===== config.mk =====
export PLATFORM = sky130hd
export DESIGN_NAME = toolpath_move_emitter_unit
export DESIGN_NICKNAME = d
export VERILOG_FILES = /design/src/design/tme_pkg.sv /design/src/design/toolpath_move_emitter_unit.sv
export VERILOG_INCLUDE_DIRS = /design/src /design/src/design
export SDC_FILE = /design/constraint.sdc
export NUM_CORES = 2
export LEC_CHECK = 0
export BUFFER_PORTS_ARGS = -buffer_cell sky130_fd_sc_hd__buf_2
export CAP_MARGIN = 20
export CORE_MARGIN = 4
export CORE_UTILIZATION = 55
export CTS_CLUSTER_DIAMETER = 30
export DETAILED_ROUTE_END_ITERATION = 7
export PLACE_DENSITY = 0.84
export SLEW_MARGIN = 0
export SYNTH_ARGS = -nofsm -noshare
export SYNTH_HDL_FRONTEND = slang
export SYNTH_SLANG_ARGS = --single-unit

===== constraint.sdc =====
create_clock -name aclk -period 11.31 [get_ports aclk]
set_input_delay 1.131 -clock aclk [delete_from_list [all_inputs] [get_ports aclk]]
set_output_delay 1.131 -clock aclk [all_outputs]
set_load 0.005 [all_outputs]

===== src/design/assert_macros.svh =====
// assertion macros used by the rtl of the toolpath move emitter
`ifndef ASSERT_MACROS_SVH
`define ASSERT_MACROS_SVH

`ifndef ASSERT_OFF

// same-cycle implication, disabled during reset
`define ASSERT_IMPLY(lbl, clk, rstn, ante, cons, msg) \
    lbl: assert property (@(posedge clk) disable iff (!rstn) (ante) |-> (cons)) \
        else $error(msg);

// next-cycle implication, disabled during reset
`define ASSERT_NEXT(lbl, clk, rstn, ante, cons, msg) \
    lbl: assert property (@(posedge clk) disable iff (!rstn) (ante) |=> (cons)) \
        else $error(msg);

`else

`define ASSERT_IMPLY(lbl, clk, rstn, ante, cons, msg)
`define ASSERT_NEXT(lbl, clk, rstn, ante, cons, msg)

`endif

`endif


===== src/design/tme_pkg.sv =====
// shared constants, codes and helpers of the toolpath move emitter
package tme_pkg;

    // default widths
    localparam int COORD_BITS_DEF   = 20;
    localparam int EXTRUDE_BITS_DEF = 40;

    // fixed field widths
    localparam int KIND_BITS     = 2;
    localparam int SPEED_BITS    = 8;
    localparam int FEED_BITS     = 14;
    localparam int GAIN_BITS     = 16;
    localparam int RETRACT_BITS  = 16;
    localparam int CFG_ADDR_BITS = 2;
    localparam int CFG_DATA_BITS = 16;

    // configuration register indexes
    localparam logic [CFG_ADDR_BITS-1:0] CFG_TRAVEL_SPEED   = 2'd0;
    localparam logic [CFG_ADDR_BITS-1:0] CFG_RETRACT_LENGTH = 2'd1;
    localparam logic [CFG_ADDR_BITS-1:0] CFG_EXTRUDE_GAIN   = 2'd2;

    // configuration reset values
    localparam logic [SPEED_BITS-1:0]   TRAVEL_SPEED_RST   = 8'd75;
    localparam logic [RETRACT_BITS-1:0] RETRACT_LENGTH_RST = 16'd6000;
    localparam logic [GAIN_BITS-1:0]    EXTRUDE_GAIN_RST   = 16'd2180;

    // input move kinds
    localparam logic [KIND_BITS-1:0] KIND_TRAVEL  = 2'd0;
    localparam logic [KIND_BITS-1:0] KIND_PRINT   = 2'd1;
    localparam logic [KIND_BITS-1:0] KIND_RETRACT = 2'd2;

    // output line kinds
    localparam logic [KIND_BITS-1:0] LINE_TRAVEL  = 2'd0;
    localparam logic [KIND_BITS-1:0] LINE_PRINT   = 2'd1;
    localparam logic [KIND_BITS-1:0] LINE_EXTRUDE = 2'd2;

    // mm per second to mm per minute: s*64 - s*4
    function automatic logic [FEED_BITS-1:0] feed_of(input logic [SPEED_BITS-1:0] speed);
        return {speed, 6'b0} - {4'b0, speed, 2'b0};
    endfunction

endpackage


===== src/design/toolpath_move_emitter_unit.sv =====
// toolpath move emitter: move filtering, path length and extruder bookkeeping
`include "assert_macros.svh"

// Turns target positions into motion lines. Each input beat carries a move kind
// (travel, print, travel with retraction) on s_tuser and X/Y/Z plus a print speed
// on s_tdata. A move equal in X, Y, Z and feed to the last one is dropped. A print
// move adds isqrt(dx^2+dy^2) * extrude_gain >> 16 to the extruder total. A
// retracting travel gives a retract line, the travel line unless dropped, and an
// unretract line; the last beat of an item has m_tlast set. One item is worked on
// at a time. A travel passes the drop test and then gives its move line; a print
// move also runs through the bit-serial squaring, the one-bit-per-cycle square
// root and the bit-serial gain multiply before its line; a retraction adds one
// state per extruder-only line. Results sit in an output register, so the next
// item is taken while the last beat still waits for m_tready.
module toolpath_move_emitter_unit #(
    parameter int COORD_BITS   = tme_pkg::COORD_BITS_DEF,
    parameter int EXTRUDE_BITS = tme_pkg::EXTRUDE_BITS_DEF,
    localparam int S_RAW    = 3 * COORD_BITS + tme_pkg::SPEED_BITS,
    localparam int S_DATA_W = ((S_RAW + 7) / 8) * 8,
    localparam int M_RAW    = 3 * COORD_BITS + 2 + tme_pkg::FEED_BITS + EXTRUDE_BITS,
    localparam int M_DATA_W = ((M_RAW + 7) / 8) * 8
) (
    input  logic                               aclk,
    input  logic                               aresetn,
    // configuration write port
    input  logic                               cfg_we,
    input  logic [tme_pkg::CFG_ADDR_BITS-1:0]  cfg_addr,
    input  logic [tme_pkg::CFG_DATA_BITS-1:0]  cfg_wdata,
    // input beats
    input  logic                               s_tvalid,
    output logic                               s_tready,
    input  logic [S_DATA_W-1:0]                s_tdata,  // target_x, target_y, target_z, print_speed
    input  logic [tme_pkg::KIND_BITS-1:0]      s_tuser,  // kind
    // result beats
    output logic                               m_tvalid,
    input  logic                               m_tready,
    output logic [M_DATA_W-1:0]                m_tdata,  // out_x, out_y, out_z, z_changed, feed,
                                                         // feed_changed, extruder_total
    output logic [tme_pkg::KIND_BITS-1:0]      m_tuser,  // line_kind
    output logic                               m_tlast   // last
);

    localparam int SQ_BITS   = 2 * COORD_BITS;        // one square
    localparam int SUM_BITS  = SQ_BITS + 1;           // sum of two squares
    localparam int RAD_BITS  = SQ_BITS + 2;           // radicand padded to whole pairs
    localparam int ROOT_BITS = COORD_BITS + 1;        // path length
    localparam int REM_BITS  = ROOT_BITS + 2;
    localparam int PROD_W    = ROOT_BITS + tme_pkg::GAIN_BITS;
    localparam int WIDE_W    = EXTRUDE_BITS + ROOT_BITS;
    localparam int CNT_MAX   = (COORD_BITS > tme_pkg::GAIN_BITS) ? COORD_BITS
                                                                 : tme_pkg::GAIN_BITS;
    localparam int CNT_W     = $clog2(CNT_MAX + 1);
    localparam int FW        = tme_pkg::FEED_BITS;

    // sequencer states
    localparam logic [2:0] ST_IDLE   = 3'd0;  // waiting for an input beat
    localparam logic [2:0] ST_CHECK  = 3'd1;  // drop test and setup
    localparam logic [2:0] ST_SQ     = 3'd2;  // bit-serial dx^2 + dy^2
    localparam logic [2:0] ST_ROOT   = 3'd3;  // one root bit per cycle
    localparam logic [2:0] ST_MUL    = 3'd4;  // bit-serial length * gain
    localparam logic [2:0] ST_MOVE   = 3'd5;  // emit travel or print line
    localparam logic [2:0] ST_RETR   = 3'd6;  // emit retract line
    localparam logic [2:0] ST_UNRETR = 3'd7;  // emit unretract line

    // input field unpacking
    logic [COORD_BITS-1:0]          s_x, s_y, s_z;
    logic [tme_pkg::SPEED_BITS-1:0] s_speed;

    assign s_x     = s_tdata[COORD_BITS-1:0];
    assign s_y     = s_tdata[2*COORD_BITS-1:COORD_BITS];
    assign s_z     = s_tdata[3*COORD_BITS-1:2*COORD_BITS];
    assign s_speed = s_tdata[3*COORD_BITS+tme_pkg::SPEED_BITS-1:3*COORD_BITS];

    // control and state registers
    logic [2:0]                        state_reg, state_next;
    logic [tme_pkg::SPEED_BITS-1:0]    travel_speed_reg, travel_speed_next;
    logic [tme_pkg::RETRACT_BITS-1:0]  retract_length_reg, retract_length_next;
    logic [tme_pkg::GAIN_BITS-1:0]     extrude_gain_reg, extrude_gain_next;
    logic [COORD_BITS-1:0]             prev_x_reg, prev_x_next;
    logic [COORD_BITS-1:0]             prev_y_reg, prev_y_next;
    logic [COORD_BITS-1:0]             prev_z_reg, prev_z_next;
    logic [FW-1:0]                     prev_feed_reg, prev_feed_next;
    logic [EXTRUDE_BITS-1:0]           acc_reg, acc_next;
    logic                              m_valid_reg, m_valid_next;
    logic [CNT_W-1:0]                  cnt_reg, cnt_next;

    // item payload
    logic                              print_reg, print_next;
    logic                              retr_reg, retr_next;
    logic [COORD_BITS-1:0]             tx_reg, tx_next, ty_reg, ty_next, tz_reg, tz_next;
    logic [FW-1:0]                     feed_reg, feed_next;

    // arithmetic shift registers
    logic [SQ_BITS-1:0]                mcx_reg, mcx_next, mcy_reg, mcy_next;
    logic [COORD_BITS-1:0]             mpx_reg, mpx_next, mpy_reg, mpy_next;
    logic [SUM_BITS-1:0]               sum_reg, sum_next;
    logic [RAD_BITS-1:0]               rad_reg, rad_next;
    logic [ROOT_BITS-1:0]              root_reg, root_next;
    logic [REM_BITS-1:0]               rem_reg, rem_next;
    logic [PROD_W-1:0]                 mmc_reg, mmc_next, prod_reg, prod_next;
    logic [tme_pkg::GAIN_BITS-1:0]     gsh_reg, gsh_next;

    // output register
    logic                              out_load;
    logic [tme_pkg::KIND_BITS-1:0]     o_kind_reg, o_kind_next;
    logic [COORD_BITS-1:0]             o_x_reg, o_x_next, o_y_reg, o_y_next, o_z_reg, o_z_next;
    logic                              o_zc_reg, o_zc_next, o_fc_reg, o_fc_next;
    logic                              o_last_reg, o_last_next;
    logic [FW-1:0]                     o_feed_reg, o_feed_next;
    logic [EXTRUDE_BITS-1:0]           o_ext_reg, o_ext_next;

    // datapath helpers
    logic [FW-1:0]                     travel_feed;
    logic                              same_move;
    logic [COORD_BITS:0]               dx, dy, dx_neg, dy_neg;
    logic [COORD_BITS-1:0]             ax, ay;
    logic [SUM_BITS-1:0]               add_x, add_y, sum_step;
    logic [REM_BITS-1:0]               rem_sh, trial, rem_step;
    logic                              root_fits;
    logic [ROOT_BITS-1:0]              root_step;
    logic [PROD_W-1:0]                 prod_step;
    logic [WIDE_W-1:0]                 inc_wide;
    logic                              out_free;

    assign travel_feed = tme_pkg::feed_of(travel_speed_reg);
    assign same_move   = (tx_reg == prev_x_reg) && (ty_reg == prev_y_reg)
                      && (tz_reg == prev_z_reg) && (feed_reg == prev_feed_reg);

    // sign-extended differences and magnitudes, fit COORD_BITS unsigned
    assign dx     = {tx_reg[COORD_BITS-1], tx_reg} - {prev_x_reg[COORD_BITS-1], prev_x_reg};
    assign dy     = {ty_reg[COORD_BITS-1], ty_reg} - {prev_y_reg[COORD_BITS-1], prev_y_reg};
    assign dx_neg = -dx;
    assign dy_neg = -dy;
    assign ax     = dx[COORD_BITS] ? dx_neg[COORD_BITS-1:0] : dx[COORD_BITS-1:0];
    assign ay     = dy[COORD_BITS] ? dy_neg[COORD_BITS-1:0] : dy[COORD_BITS-1:0];

    // squaring step: one multiplier bit of each axis per cycle
    assign add_x    = mpx_reg[0] ? SUM_BITS'(mcx_reg) : '0;
    assign add_y    = mpy_reg[0] ? SUM_BITS'(mcy_reg) : '0;
    assign sum_step = sum_reg + add_x + add_y;

    // restoring square root step: bring down one bit pair
    assign rem_sh    = {rem_reg[REM_BITS-3:0], rad_reg[RAD_BITS-1 -: 2]};
    assign trial     = {root_reg, 2'b01};
    assign root_fits = (rem_sh >= trial);
    assign rem_step  = root_fits ? (rem_sh - trial) : rem_sh;
    assign root_step = {root_reg[ROOT_BITS-2:0], root_fits};

    // gain multiply step: one gain bit per cycle, lsb first
    assign prod_step = prod_reg + (gsh_reg[0] ? mmc_reg : '0);
    assign inc_wide  = WIDE_W'(prod_step[PROD_W-1:tme_pkg::GAIN_BITS]);

    // output register frees when empty or taken this cycle
    assign out_free = !m_valid_reg || m_tready;
    assign s_tready = (state_reg == ST_IDLE);

    always_comb begin
        state_next          = state_reg;
        travel_speed_next   = travel_speed_reg;
        retract_length_next = retract_length_reg;
        extrude_gain_next   = extrude_gain_reg;
        prev_x_next         = prev_x_reg;
        prev_y_next         = prev_y_reg;
        prev_z_next         = prev_z_reg;
        prev_feed_next      = prev_feed_reg;
        acc_next            = acc_reg;
        cnt_next            = cnt_reg;
        print_next          = print_reg;
        retr_next           = retr_reg;
        tx_next             = tx_reg;
        ty_next             = ty_reg;
        tz_next             = tz_reg;
        feed_next           = feed_reg;
        mcx_next            = mcx_reg;
        mcy_next            = mcy_reg;
        mpx_next            = mpx_reg;
        mpy_next            = mpy_reg;
        sum_next            = sum_reg;
        rad_next            = rad_reg;
        root_next           = root_reg;
        rem_next            = rem_reg;
        mmc_next            = mmc_reg;
        gsh_next            = gsh_reg;
        prod_next           = prod_reg;
        out_load            = 1'b0;
        o_kind_next         = o_kind_reg;
        o_x_next            = o_x_reg;
        o_y_next            = o_y_reg;
        o_z_next            = o_z_reg;
        o_zc_next           = o_zc_reg;
        o_feed_next         = o_feed_reg;
        o_fc_next           = o_fc_reg;
        o_ext_next          = o_ext_reg;
        o_last_next         = o_last_reg;

        // register writes
        if (cfg_we) begin
            case (cfg_addr)
                tme_pkg::CFG_TRAVEL_SPEED: begin
                    travel_speed_next = cfg_wdata[tme_pkg::SPEED_BITS-1:0];
                end
                tme_pkg::CFG_RETRACT_LENGTH: begin
                    retract_length_next = cfg_wdata[tme_pkg::RETRACT_BITS-1:0];
                end
                tme_pkg::CFG_EXTRUDE_GAIN: begin
                    extrude_gain_next = cfg_wdata[tme_pkg::GAIN_BITS-1:0];
                end
                default: begin
                end
            endcase
        end

        case (state_reg)
            ST_IDLE: begin
                if (s_tvalid) begin
                    tx_next    = s_x;
                    ty_next    = s_y;
                    tz_next    = s_z;
                    print_next = (s_tuser == tme_pkg::KIND_PRINT);
                    retr_next  = (s_tuser == tme_pkg::KIND_RETRACT);
                    feed_next  = (s_tuser == tme_pkg::KIND_PRINT)
                               ? tme_pkg::feed_of(s_speed) : travel_feed;
                    case (s_tuser)
                        tme_pkg::KIND_TRAVEL:  state_next = ST_CHECK;
                        tme_pkg::KIND_PRINT:   state_next = ST_CHECK;
                        tme_pkg::KIND_RETRACT: state_next = ST_RETR;
                        default:               state_next = ST_IDLE;  // unused kind dropped
                    endcase
                end
            end
            ST_CHECK: begin
                if (same_move) begin
                    state_next = retr_reg ? ST_UNRETR : ST_IDLE;
                end else if (print_reg) begin
                    mcx_next   = SQ_BITS'(ax);
                    mcy_next   = SQ_BITS'(ay);
                    mpx_next   = ax;
                    mpy_next   = ay;
                    sum_next   = '0;
                    cnt_next   = CNT_W'(COORD_BITS - 1);
                    state_next = ST_SQ;
                end else begin
                    state_next = ST_MOVE;
                end
            end
            ST_SQ: begin
                sum_next = sum_step;
                mcx_next = {mcx_reg[SQ_BITS-2:0], 1'b0};
                mcy_next = {mcy_reg[SQ_BITS-2:0], 1'b0};
                mpx_next = {1'b0, mpx_reg[COORD_BITS-1:1]};
                mpy_next = {1'b0, mpy_reg[COORD_BITS-1:1]};
                if (cnt_reg == '0) begin
                    rad_next   = RAD_BITS'(sum_step);
                    root_next  = '0;
                    rem_next   = '0;
                    cnt_next   = CNT_W'(ROOT_BITS - 1);
                    state_next = ST_ROOT;
                end else begin
                    cnt_next = cnt_reg - 1'b1;
                end
            end
            ST_ROOT: begin
                rem_next  = rem_step;
                root_next = root_step;
                rad_next  = {rad_reg[RAD_BITS-3:0], 2'b00};
                if (cnt_reg == '0) begin
                    mmc_next   = PROD_W'(root_step);
                    gsh_next   = extrude_gain_reg;
                    prod_next  = '0;
                    cnt_next   = CNT_W'(tme_pkg::GAIN_BITS - 1);
                    state_next = ST_MUL;
                end else begin
                    cnt_next = cnt_reg - 1'b1;
                end
            end
            ST_MUL: begin
                prod_next = prod_step;
                mmc_next  = {mmc_reg[PROD_W-2:0], 1'b0};
                gsh_next  = {1'b0, gsh_reg[tme_pkg::GAIN_BITS-1:1]};
                if (cnt_reg == '0) begin
                    acc_next   = acc_reg + inc_wide[EXTRUDE_BITS-1:0];
                    state_next = ST_MOVE;
                end else begin
                    cnt_next = cnt_reg - 1'b1;
                end
            end
            ST_MOVE: begin
                if (out_free) begin
                    out_load       = 1'b1;
                    o_kind_next    = print_reg ? tme_pkg::LINE_PRINT : tme_pkg::LINE_TRAVEL;
                    o_x_next       = tx_reg;
                    o_y_next       = ty_reg;
                    o_z_next       = tz_reg;
                    o_zc_next      = (tz_reg != prev_z_reg);
                    o_feed_next    = feed_reg;
                    o_fc_next      = (feed_reg != prev_feed_reg);
                    o_ext_next     = print_reg ? acc_reg : '0;
                    o_last_next    = !retr_reg;
                    prev_x_next    = tx_reg;
                    prev_y_next    = ty_reg;
                    prev_z_next    = tz_reg;
                    prev_feed_next = feed_reg;
                    state_next     = retr_reg ? ST_UNRETR : ST_IDLE;
                end
            end
            ST_RETR: begin
                if (out_free) begin
                    out_load    = 1'b1;
                    o_kind_next = tme_pkg::LINE_EXTRUDE;
                    o_x_next    = '0;
                    o_y_next    = '0;
                    o_z_next    = '0;
                    o_zc_next   = 1'b0;
                    o_feed_next = feed_reg;
                    o_fc_next   = (feed_reg != prev_feed_reg);
                    o_ext_next  = acc_reg - EXTRUDE_BITS'(retract_length_reg);
                    o_last_next = 1'b0;
                    state_next  = ST_CHECK;
                end
            end
            ST_UNRETR: begin
                if (out_free) begin
                    out_load       = 1'b1;
                    o_kind_next    = tme_pkg::LINE_EXTRUDE;
                    o_x_next       = '0;
                    o_y_next       = '0;
                    o_z_next       = '0;
                    o_zc_next      = 1'b0;
                    o_feed_next    = feed_reg;
                    o_fc_next      = 1'b0;
                    o_ext_next     = acc_reg;
                    o_last_next    = 1'b1;
                    prev_feed_next = feed_reg;
                    state_next     = ST_IDLE;
                end
            end
            default: begin
                state_next = ST_IDLE;
            end
        endcase

        // result valid: set on load, cleared when taken
        if (out_load) begin
            m_valid_next = 1'b1;
        end else if (m_tready) begin
            m_valid_next = 1'b0;
        end else begin
            m_valid_next = m_valid_reg;
        end
    end

    // control state, configuration and move history
    always_ff @(posedge aclk) begin
        if (!aresetn) begin
            state_reg          <= ST_IDLE;
            travel_speed_reg   <= tme_pkg::TRAVEL_SPEED_RST;
            retract_length_reg <= tme_pkg::RETRACT_LENGTH_RST;
            extrude_gain_reg   <= tme_pkg::EXTRUDE_GAIN_RST;
            prev_x_reg         <= '0;
            prev_y_reg         <= '0;
            prev_z_reg         <= '0;
            prev_feed_reg      <= '0;
            acc_reg            <= '0;
            m_valid_reg        <= 1'b0;
            cnt_reg            <= '0;
        end else begin
            state_reg          <= state_next;
            travel_speed_reg   <= travel_speed_next;
            retract_length_reg <= retract_length_next;
            extrude_gain_reg   <= extrude_gain_next;
            prev_x_reg         <= prev_x_next;
            prev_y_reg         <= prev_y_next;
            prev_z_reg         <= prev_z_next;
            prev_feed_reg      <= prev_feed_next;
            acc_reg            <= acc_next;
            m_valid_reg        <= m_valid_next;
            cnt_reg            <= cnt_next;
        end
    end

    // payload, arithmetic and output registers, no reset
    always_ff @(posedge aclk) begin
        print_reg   <= print_next;
        retr_reg    <= retr_next;
        tx_reg      <= tx_next;
        ty_reg      <= ty_next;
        tz_reg      <= tz_next;
        feed_reg    <= feed_next;
        mcx_reg     <= mcx_next;
        mcy_reg     <= mcy_next;
        mpx_reg     <= mpx_next;
        mpy_reg     <= mpy_next;
        sum_reg     <= sum_next;
        rad_reg     <= rad_next;
        root_reg    <= root_next;
        rem_reg     <= rem_next;
        mmc_reg     <= mmc_next;
        gsh_reg     <= gsh_next;
        prod_reg    <= prod_next;
        o_kind_reg  <= o_kind_next;
        o_x_reg     <= o_x_next;
        o_y_reg     <= o_y_next;
        o_z_reg     <= o_z_next;
        o_zc_reg    <= o_zc_next;
        o_feed_reg  <= o_feed_next;
        o_fc_reg    <= o_fc_next;
        o_ext_reg   <= o_ext_next;
        o_last_reg  <= o_last_next;
    end

    // result beat packing
    assign m_tvalid = m_valid_reg;
    assign m_tuser  = o_kind_reg;
    assign m_tlast  = o_last_reg;
    assign m_tdata  = M_DATA_W'({o_ext_reg, o_fc_reg, o_feed_reg, o_zc_reg,
                                 o_z_reg, o_y_reg, o_x_reg});

    // checks
    logic                 chk_travel_line, chk_extrude_line, chk_unretract;
    logic                 chk_zero_coords, chk_rem_ok;
    logic [REM_BITS-1:0]  chk_root_dbl;

    assign chk_travel_line  = m_valid_reg && (o_kind_reg == tme_pkg::LINE_TRAVEL);
    assign chk_extrude_line = m_valid_reg && (o_kind_reg == tme_pkg::LINE_EXTRUDE);
    assign chk_unretract    = chk_extrude_line && o_last_reg;
    assign chk_zero_coords  = (o_x_reg == '0) && (o_y_reg == '0) && (o_z_reg == '0)
                           && !o_zc_reg;
    assign chk_root_dbl     = REM_BITS'({root_reg, 1'b0});
    assign chk_rem_ok       = (rem_reg <= chk_root_dbl);

    `ASSERT_IMPLY(a_travel_no_ext, aclk, aresetn, chk_travel_line, o_ext_reg == '0,
        "travel line carries an extruder value")
    `ASSERT_IMPLY(a_extrude_no_coords, aclk, aresetn, chk_extrude_line, chk_zero_coords,
        "extruder-only line carries coordinates")
    `ASSERT_IMPLY(a_unretract_no_fc, aclk, aresetn, chk_unretract, !o_fc_reg,
        "unretract line flags a feed change")
    `ASSERT_IMPLY(a_root_rem_bound, aclk, aresetn, state_reg == ST_ROOT, chk_rem_ok,
        "square root remainder exceeds twice the partial root")

endmodule


# [Word level (Yosys, flattened, before mapping)]
# Index checks and enable logic that the tools add are counted.
[totals] regBits=693 inputBits=97 output_inout_bits=125
[op_classes] addsub=13 order_cmp=1 eq_ne=29 mux=80 n_reduce_logical=39
[ops] cell="40-bit two-way mux" n=10
[ops] cell="20-bit two-way mux" n=10
[ops] cell="20-bit case mux with 2 select lines" n=5
[ops] cell="40-bit case mux with 2 select lines" n=2
[ops] cell="37-bit case mux with 2 select lines" n=2
[ops] cell="40-bit case mux with 3 select lines" n=1
[ops] cell="37-bit two-way mux" n=3
[ops] cell="21-bit case mux with 2 select lines" n=2
[ops] cell="42-bit case mux with 2 select lines" n=1
[ops] cell="41-bit by 40-bit adder with 41-bit output" n=2
[ops] cell="41-bit two-way mux" n=2
[ops] cell="41-bit case mux with 2 select lines" n=1
[ops] cell="21-bit two-way mux" n=3
[ops] cell="20-bit == test" n=3
[ops] cell="42-bit two-way mux" n=1
[ops] cell="20-bit by 20-bit subtractor with 21-bit output" n=2
[ops] cell="40-bit by 21-bit adder with 40-bit output" n=1
[ops] cell="20-bit negation" n=2
[ops] cell="40-bit by 16-bit subtractor with 40-bit output" n=1
[ops] cell="37-bit adder" n=1
[ops] cell="16-bit case mux with 2 select lines" n=1
[ops] cell="3-bit two-way mux" n=10
[ops] cell="14-bit by 10-bit subtractor with 14-bit output" n=2
[ops] cell="5-bit two-way mux" n=5
[ops] cell="38 further kinds" n=89

# [Logic depth before layout (Yosys ltp)]
[depth] ltp_word=6 mapped_depth=25 ltp_nobuf=22

# [Worst setup path after synthesis]
# Ideal clock, no wire load.
[synth_timing] path_kind="reg2reg" from="reg ty_reg[12]" to="reg mcx_reg[0], enable pin" setup_time_ps=684 arrival_ps=8267 t_required_ps=10626 setup_slack_ps=2360 path_stages_with_launch=12 path_buffers=1 path_cell_list="edfxtp_1 -> ha_1 -> clkbuf_1 -> nand2_1 -> nor3_1 -> nand4_1 -> nor4_1 -> nor2b_1 -> nand2_1 -> nor2_1 -> a21oi_1 -> nor2_1"
[synth_between] elab_chain_len=6
[synth_rtl] item="from (decl)" line="toolpath_move_emitter_unit.sv:90" source="logic [COORD_BITS-1:0] tx_reg, tx_next, ty_reg, ty_next, tz_reg, tz_next;"
[synth_rtl] item="from (signal assigned)" line="toolpath_move_emitter_unit.sv:386" source="ty_reg <= ty_next;"
[synth_rtl] item="20-bit == test" line="toolpath_move_emitter_unit.sv:126" source="assign same_move = (tx_reg == prev_x_reg) && (ty_reg == prev_y_reg)"
[synth_rtl] item="1-bit logical AND" line="toolpath_move_emitter_unit.sv:126"
[synth_rtl] item="1-bit logical AND (2 in a row)" line="toolpath_move_emitter_unit.sv:127" source="&& (tz_reg == prev_z_reg) && (feed_reg == prev_feed_reg);"
[synth_rtl] item="2-bit != test (no line)"
[synth_rtl] item="3-bit AND reduction (no line)"
[synth_rtl] item="to (signal assigned)" line="toolpath_move_emitter_unit.sv:389" source="mcx_reg <= mcx_next;"
[synth_rtl] item="to (decl)" line="toolpath_move_emitter_unit.sv:94" source="logic [SQ_BITS-1:0] mcx_reg, mcx_next, mcy_reg, mcy_next;"
# No other way between the ends.
# A chain may end at the register's enable or synchronous reset.

# [Worst setup path in the final report]
[layout_timing] from="reg gsh_reg[0] in the netlist's numbering" to="reg acc_reg[36]"
[layout_between] elab_chain_len=3
[layout_rtl] item="from (decl)" line="toolpath_move_emitter_unit.sv:101" source="logic [tme_pkg::GAIN_BITS-1:0] gsh_reg, gsh_next;"
[layout_rtl] item="from (signal assigned)" line="toolpath_move_emitter_unit.sv:398" source="gsh_reg <= gsh_next;"
[layout_rtl] item="37-bit two-way mux" line="toolpath_move_emitter_unit.sv:150" source="assign prod_step = prod_reg + (gsh_reg[0] ? mmc_reg : '0);"
[layout_rtl] item="37-bit adder" line="toolpath_move_emitter_unit.sv:150"
[layout_rtl] item="net prod_step[16]" line="toolpath_move_emitter_unit.sv:121" source="logic [PROD_W-1:0] prod_step;"
[layout_rtl] item="40-bit by 21-bit adder with 40-bit output" line="toolpath_move_emitter_unit.sv:281" source="acc_next = acc_reg + inc_wide[EXTRUDE_BITS-1:0];"
[layout_rtl] item="to (signal assigned)" line="toolpath_move_emitter_unit.sv:375" source="acc_reg <= acc_next;"
[layout_rtl] item="to (decl)" line="toolpath_move_emitter_unit.sv:83" source="logic [EXTRUDE_BITS-1:0] acc_reg, acc_next;"
# The timed path passes the listed nets, and every way through them passes these cells.

==> run_results.csv <==
group,metric,value,unit
die,io_pins,222,
clocking,post_cts_buffers,0,
worst_setup_path,crit_chain,"buf_16 > and2_1 > ha_1 > fa_1 > a21o_1 > a21oi_1 > o21ai_0 > a21oi_1 > or2_2 > o21ai_0 > xor2_1 > ha_1 > fa_1 > a21o_1 > a21oi_1 > o21ai_2 > a2111oi_2 > or2_2 > o31ai_2 > a311oi_2 > or4_1 > a21oi_1",
finish,register_area,19000,um^2
synth,seq_area_frac_synth,48.6,%
run,cap_viol_max_count,0,
timing,tns,0,ns
status,status,"completed",
worst_setup_path,crit_buf_inv,1,
finish,drive_gt1_share,13.1,%
timing,slew_headroom,23.5,%
finish,fill_cells,5150,
worst_setup_path,path_delay_family,"compound AO/OA/AOI/OAI gates",
synth,synth.distinct_cells,99,
worst_setup_path,max_stage_delay,0.99,ns
timing,slew_viol_final,0,
worst_setup_path,crit_top_cell,"a21oi_1",
power_and_ir_drop,peakVddDrop,192,uV
global_route,grt_max_degree,91,
die,die_y,275,um
global_route,grt_pass1_wl,158000,um
synth,synth-seq-cells,687,
drt,wl_per_cell,18.9,um
clocking,path_clk_slew,0.05,ns
clocking,cts_tree,"yes",
finish,fin_nets,4495,
drt,wirelength,98600,um
die,die-area,75500,um^2
placement,place.gp.congestion,0.912,
drt,top_layer,"met5",
global_route,antenna_found_initial,2,
clocking,cts.path.max_buffers,3,
clocking,h-tree-depth,4,
power_and_ir_drop,pwr_density_cell,312,nW/um^2
worst_hold_path,hold_path_class,"reg2reg",
synth,synth-edff-count,526,
drt,ant_nets,0,
clocking,clock_latency,0.73,ns
timing,grt_setup_unrepaired,"false",
placement,port_buffers,211,
placement,dp_hpwl,65000,um
synth,syn_area_per_cell,9.91,um^2
finish,largest_reg_flops,42,
timing,fmax,148,MHz
drt,drc_errors,0,
finish,final_cell_mix,"edfxtp_1, nand2_1, a21oi_1, nor2_1, and2_1",
die,num_rows,97,
timing,min_period_over_period,59.5,%
clocking,cts_made_buffers,141,
placement,dp_slack,4.44,ns
worst_setup_path,required,11.88,ns
worst_setup_path,crit_arrival,7.31,ns
worst_setup_path,crit_fanout,33,
die,initial_utilization,55.7,%
global_route,first_global_vias,30900,
timing,worstMarginPinSlew,1.15,ns
timing,setup_viol,0,
worst_setup_path,end_kind,"register",
drt,firstDrtPassIters,6,
drt,dr_wl_met3,7910,um
die,core-area,70300,um^2
timing,setup_ws,4.58,ns
finish,multiInputGateArea,18800,um^2
clocking,cts_num_sinks,687,
clocking,clockRootBuffer,"clkbuf_16",
synth,yosys_warnings,0,
power_and_ir_drop,p_leak,18.0,nW
synth,synthesis.area,39100,um^2
finish,synthToLayoutAreaGrowth,17.5,%
power_and_ir_drop,total_power,14.4,mW
global_route,overflow,0,
clocking,cts-hold-fix-buffers,0,
die,die_w,275,um
timing,hold_viol_final,0,
drt,drt_first_iter_violations,3018,
drt,wl_met1,39300,um
synth,syn_inst,3949,
global_route,track_usage,25.6,%
clocking,cts-resized-gates,0,
synth,synthFlopType,"edfxtp_1",
drt,vias,31200,
drt,vias_per_cell,5.97,
timing,period_minus_slack,6.73,ns
drt,wl_met2,47700,um
synth,async_reset_ff_share,0,%
worst_setup_path,slowest_stage,"a311oi_2",
worst_setup_path,critPathLaunchType,"register",
timing,fin_worst_skew,0.0485,ns
worst_setup_path,critical_path_class,"reg2reg",
finish,final_common_cell,"edfxtp_1",
cells in the mapped netlist, types with 15 or more instances:
master | count | area share, %
and2_1 | 244 | 3.9
nor4_1 | 24 | 0.38
o21a_1 | 44 | 0.84
o21bai_1 | 26 | 0.50
nor3_1 | 77 | 0.98
and3_1 | 40 | 0.64
a21oi_1 | 324 | 4.1
or2_2 | 17 | 0.27
o211ai_1 | 35 | 0.67
o31a_1 | 15 | 0.34
ha_1 | 188 | 6.0
nand2b_1 | 26 | 0.42
nand3_1 | 62 | 0.79
or3_1 | 25 | 0.40
a31oi_1 | 53 | 0.85
nor2_1 | 280 | 2.7
fa_1 | 46 | 2.4
xnor2_1 | 120 | 2.7
nand4_1 | 32 | 0.51
mux2i_1 | 27 | 0.69
clkbuf_1 | 153 | 1.5
xor2_1 | 96 | 2.1
or4_1 | 18 | 0.35
o21ai_0 | 200 | 2.6
nor2b_1 | 28 | 0.45
o31ai_1 | 34 | 0.65
nand2_1 | 521 | 5.0
a211oi_1 | 19 | 0.36
inv_1 | 182 | 1.7
edfxtp_1 | 526 | 40
a21o_1 | 88 | 1.7
dfxtp_1 | 161 | 8.2
metrics by stage:
| step | cell area (um^2) | hold slack, ns | instances | utilization (%) |
|---|---|---|---|---|
| 5_1_grt | 46000 | 0.469 | 5224 | 65.5 |
| 4_1_cts | 45900 | 0.452 | 5217 | 65.3 |
| 3_3_place_gp | 41000 | 0.441 | 4954 | 58.3 |
| 2_1_floorplan | 39200 | 0.432 | 3954 | - |
| 6_report | 46000 | 0.451 | 5225 | 65.5 |
| 3_5_place_dp | 41000 | 0.446 | 4954 | 58.3 |
where the power goes:
group	switching (mW)	leakage, nW	internal (mW)	total [mW]
clock network	1.45	2.34	2.77	4.22
registers	0.334	6.21	3.85	4.19
logic	3.75	9.42	2.21	5.96
per-layer routing:
layer  GRT usage [%]  vias to the layer above
met5               0                        -
met4            10.8                        2
met3            5.50                      260
met2            42.7                     1317
met1            32.4                    15000
li1                -                    14700
area by class of cell:
class / instances / area share [%]
Multi-Input combinational cell: 2902 / 40.9
Antenna cell: 1 / 0.00544
Tap cell: 940 / 2.56
Inverter: 184 / 1.51
Sequential cell: 687 / 41.3
Timing Repair Buffer: 248 / 3.09
Clock inverter: 98 / 2.65
Clock buffer: 165 / 7.98
final timing paths:
kind	start	end	slack, ns	cells after the start
hold / removal	prev_y_reg[12]	prev_y_reg[12]	0.45	2
setup / recovery	gsh_reg[0]	acc_reg[36]	4.58	22
setup reg to reg	gsh_reg[0]	acc_reg[36]	4.58	22
hold reg to reg	prev_y_reg[12]	prev_y_reg[12]	0.45	2
cell families (layout without fill, tap and decap cells):
| group | Yosys count | count (layout) | share of synthesized area, % |
|---|---|---|---|
| other cells | 1 | 7 | 0.00958 |
| fa+ha+maj | 234 | 234 | 8.36 |
| xor+xnor | 216 | 216 | 4.83 |
| mux | 38 | 38 | 1.01 |
| buf+inv | 365 | 695 | 3.65 |
| simple gates | 1442 | 1442 | 17.9 |
| compound gates | 966 | 966 | 15.7 |
| flops | 687 | 687 | 48.6 |
worst reg2reg max path, delay by kind of cell (launching register included):
| family | cells | cell delay (ns) |
|---|---|---|
| fa+ha+maj | 4 | 1.30 |
| flops | 1 | 0.50 |
| simple gates | 4 | 0.82 |
| buf+inv | 1 | 0.22 |
| compound gates | 12 | 3.51 |
| xor+xnor | 1 | 0.24 |
Note: power is estimated with default switching activity, not from simulation.
